--- config.mk ---
export PLATFORM = sky130hd
export DESIGN_NAME = oxc_ram
export DESIGN_NICKNAME = d
export VERILOG_FILES = /design/src/rtl/core/oxc_ram.sv
export SDC_FILE = /design/constraint.sdc
export NUM_CORES = 1
export LEC_CHECK = 0
export BUFFER_PORTS_ARGS = -buffer_cell sky130_fd_sc_hd__buf_2
export CAP_MARGIN = 0
export CORE_ASPECT_RATIO = 0.6
export CORE_UTILIZATION = 62
export DETAILED_ROUTE_END_ITERATION = 6
export PLACE_DENSITY = 0.79
export SKIP_LAST_GASP = 1
export SYNTH_ARGS = -nofsm -noshare
export SYNTH_HDL_FRONTEND = slang
export SYNTH_SLANG_ARGS = --single-unit
--- constraint.sdc ---
create_clock -name clk -period 3 [get_ports clk]
set_clock_uncertainty 0.05 [all_clocks]
set_input_delay 0.45 -clock clk [delete_from_list [all_inputs] [get_ports clk]]
set_output_delay 0.45 -clock clk [all_outputs]
set_load 0.05 [all_outputs]
--- src/rtl/core/oxc_ram.sv ---
// Generic single-write, single-read RAM with registered read data.
module oxc_ram #(
  parameter int WIDTH  = 12,
  parameter int DEPTH  = 64,
  parameter int ADDR_W = $clog2(DEPTH)
) (
  input  logic              clk,
  input  logic              we,
  input  logic [ADDR_W-1:0] waddr,
  input  logic [WIDTH-1:0]  wdata,
  input  logic              re,
  input  logic [ADDR_W-1:0] raddr,
  output logic [WIDTH-1:0]  rdata
);

  logic [WIDTH-1:0] mem_r [DEPTH];
  logic [WIDTH-1:0] rdata_r;

  always_ff @(posedge clk) begin
    if (we) begin
      mem_r[waddr] <= wdata;
    end
  end

  always_ff @(posedge clk) begin
    if (re) begin
      rdata_r <= mem_r[raddr];
    end
  end

  assign rdata = rdata_r;

endmodule

# --- After elaboration in Yosys (flattened, before gate mapping) ---
# Memory sizes are Yosys's and may differ from the RTL's. A register that Yosys moved wholly into a read port is not among the register bits.
# Index checks and enable logic that the tools add are counted.
totals:
  memories: 1
  in_bits: 27
  out_inout_bits: 12
  mem_bits_rw: 768
  latchBits: 0
  rom_bits: 0
  reg_bits: 0
  elab_cells: 3
memory_table:
  columns: ["name", "words", "word_bits", "read_ports", "rd_ports_with_merged_regs", "write_ports", "line", "source"]
  rows:
  - ["mem_r", 64, 12, 1, 1, 1, "16", "logic [WIDTH-1:0] mem_r [DEPTH];"]
classes:
  shift: 0
  div: 0
  muxes: 2
  n_reduce_logical: 0
  bitwise: 0
  n_lt_le_gt_ge: 0
  mul: 0
  eq_ne: 0
  add_sub_neg: 0
op_table:
  columns: ["operator", "n"]
  rows:
  - ["1-bit 2-to-1 mux", 2]

# --- Logic depth before layout (Yosys ltp) ---
logic_depth:
  ltp_word: 2
  depth_mapped: 9
  ltp_nobuf: 5

# --- Worst setup path before layout ---
# OpenSTA, ideal clock, no wires.
synth_timing:
  kind: "input-to-reg"
  from: "in raddr[1]"
  to: "reg rdata_r[1], in the netlist rdata[1], read port of mem_r (data pin)"
  path_buffers: 3
  setup_ns: 0.265
  arrival_ns: 1.996
  path_stages: 7
  setup_slack_ns: 0.689
  required_time_ns: 2.685
  cell_sequence: "buf_4 > buf_2 > clkbuf_1 > mux4_2 > mux2_2 > o221ai_1 > o31ai_1"
synth_rtl:
  columns: ["element", "line", "source"]
  rows:
  - ["from (decl)", "12", "input logic [ADDR_W-1:0] raddr,"]
  - ["to (decl)", "17", "logic [WIDTH-1:0] rdata_r;"]

==> results.json <==
{
  "finalSetupTns_ps": 0,
  "synth_edf_count": 780,
  "drc": 0,
  "max-clock-path-buffers": 3,
  "cts-root-buf": "clkbuf_16",
  "synth-async-reset-ratio_pct": 0,
  "worstPathCellList": "mux4_2 -> o221ai_1 -> o21ai_0 -> a22o_1",
  "cp-end-kind": "register",
  "drv_cap": 0,
  "cts_repair_resize_count": 0,
  "grt_pass1_vias": 15180,
  "vias": 15420,
  "finalCriticalPeriod_ps": 2362,
  "grt_usage_pct": 31.74,
  "cts_hold_buf": 0,
  "grt_max_degree": 65,
  "clock_latency_ps": 600,
  "final_antenna_net_count": 0,
  "setup_viol_count_final": 0,
  "rsz0062_at_grt": "no",
  "switchingPower_mw": 4.635,
  "post-route-period-util_pct": 78.74,
  "design.die.area_mm2": 0.04925,
  "fin_ws_ps": 637.7,
  "fillers": 2725,
  "pre_cts_ws_ps": 118.1,
  "p_per_area_mw_per_mm2": 639.1,
  "numCtsBuffers": 68,
  "syn_to_final_growth_pct": 13.10,
  "portBuffers": 38,
  "die_h_um": 172.3,
  "max_freq_mhz": 423.3,
  "power_frac_clock_pct": 38.1,
  "slew_viol_final": 0,
  "via_per_inst": 6.988,
  "syn_inst": 1339,
  "clk_pin_slew_worst_paths_ps": 60,
  "pin_count": 39,
  "synth_top_cell_by_area": "edfxtp_1",
  "status": "finished clean",
  "drt-initial-drc-count": 2628,
  "maxSlewHeadroom_pct": 17.08,
  "drtPass1Iterations": 7,
  "core_mm2": 0.04702,
  "vdd_drop_max_v": 0.0005180,
  "synth_ff_type": "edfxtp_1",
  "post_cts_buffers": 0,
  "crit_buf_inv": 0,
  "min_path_type": "in -> reg",
  "die_x_um": 285.8,
  "slowest_delay_ps": 510,
  "hold_viol": 0,
  "yosysWarnings": 0,
  "holdWs_ps": 248.8,
  "yosys-top-cells-area": "edfxtp_1 78%, mux4_2 14%, nor2_1 0.93%",
  "dpl.hpwl_mm": 47.27,
  "grt_overflow": 0,
  "final_common_cell": "edfxtp_1",
  "synth_cell_type_count": 34,
  "syn-cell-area_mm2": 0.02997,
  "start_util_pct": 63.75,
  "num_rows": 61,
  "ys_ff_latch": 780,
  "drive_gt1_share_pct": 30.52,
  "fin_util_pct": 72.10,
  "seqPwrFrac_pct": 55.9,
  "worst_path_max_delay_cell": "o21ai_0",
  "crit_required_ps": 3300,
  "critPathLaunchType": "register",
  "cts_tree": "built",
  "p_leak_nw": 10.78,
  "swShare_pct": 21.39,
  "cts_sinks": 780,
  "placed_area_mm2": 0.03186,
  "antenna_cells": 0,
  "totalWireLength_mm": 75.33,
  "final_area_mm2": 0.03390,
  "antenna_found_initial": 1,
  "worst_pin_slew_ps": 1231,
  "synth_nets": 1366,
  "htree_levels": 3,
  "path_class": "reg -> reg",
  "p_int_mw": 17.03,
  "synth_seq_area_share_pct": 78.15,
  "synth.top_cell.area_share_pct": 78.15,
  "final_cell_mix": "780 x edfxtp_1, 192 x mux4_2, 142 x buf_4, 74 x nor2_1, 70 x clkbuf_16",
  "routedWlPerCell_um": 34.15,
  "avgSynthCellArea_um2": 22.38,
  "nets": 1555,
  "arrival_ps": 2660,
  "path_delay_family": "compound AO/OA/AOI/OAI gates",
  "p_comb_share_pct": 5.9,
  "grt_pass1_wl_mm": 107.7,
  "cp_max_fo": 1,
  "place_congestion": 0.9394
}
## sequential cells by signal, indices dropped and copies added, names as in the netlist
| name | count |
|---|---|
| mem_r | 768 |
| rdata | 12 |
## synth_stat cells (4+ instances only)
cell type,instances
edfxtp_1,780
mux4_2,192
nor2_1,74
clkbuf_1,33
o22ai_1,23
nand2b_1,21
mux2i_1,20
o221ai_1,16
nor2b_1,15
nand2_1,14
nand3_1,14
a211oi_1,13
buf_2,13
buf_6,13
buf_4,11
o21ai_0,11
a21oi_1,10
nor3_1,10
a22oi_1,9
a31oi_1,9
mux2_2,7
a22o_1,6
a32o_1,4
## area by class of cell
cell class | instances | area (um2) | share of cell area [%]
timing repair buffer | 192 | 1528 | 4.507
clock buffer | 89 | 1823 | 5.378
tap | 630 | 788.3 | 2.325
sequential | 780 | 23420 | 69.10
multi-input combinational | 486 | 6120 | 18.05
clock inverter | 29 | 216.5 | 0.6386
## power groups by stage
stage | clock network [mW] | registers (mW) | logic, mW
4_1_cts | 8.32 | 12.1 | 1.26
6_report | 8.26 | 12.1 | 1.28
2_1_floorplan | 0 | 12.4 | 0.608
3_3_place_gp | 0 | 12.3 | 1.22
5_1_grt | 8.67 | 12.1 | 1.33
3_5_place_dp | 0 | 12.4 | 1.25
## worst register-to-register path, delay by kind of cell, from the launching register on
family,cells,cell delay [ps]
flops,1,360
mux,1,490
compound gates,3,1210
## per-layer routing
metal,GRT usage (%),vias up,share of wire (%)
met2,45.92,1217,44
met5,0,-,0
met3,8.179,159,14
met1,48.48,7984,39
li1,-,6055,-
met4,9.626,0,3.1
## stage by stage
stage / cells / power, mW
after global routing: 2206 / 22.12
after global placement: 2088 / 13.56
after floorplan: 1339 / 13.00
after detailed placement: 2088 / 13.60
final: 2206 / 21.66
after CTS: 2206 / 21.70
## logic make-up after synthesis
logic type	synth area share [%]
AO/OA/AOI/OAI	2.580
buffers and inverters	1.432
multiplexers	15.36
flip-flops	78.15
AND/OR/NAND/NOR	2.480
## path summary, 6_finish.rpt
| path | from | to | slack (ps) | cells past startpoint |
|---|---|---|---|---|
| setup / recovery | mem_r[23][2]$_DFFE_PP_ | rdata[2]$_DFFE_PP_ | 640 | 4 |
| hold / removal | wdata[0] | mem_r[23][0]$_DFFE_PP_ | 250 | 1 |
| setup reg to reg | mem_r[23][2]$_DFFE_PP_ | rdata[2]$_DFFE_PP_ | 640 | 4 |
| hold reg to reg | mem_r[35][9]$_DFFE_PP_ | rdata[9]$_DFFE_PP_ | 910 | 4 |
No activity file was read; power rests on OpenSTA's default activity.
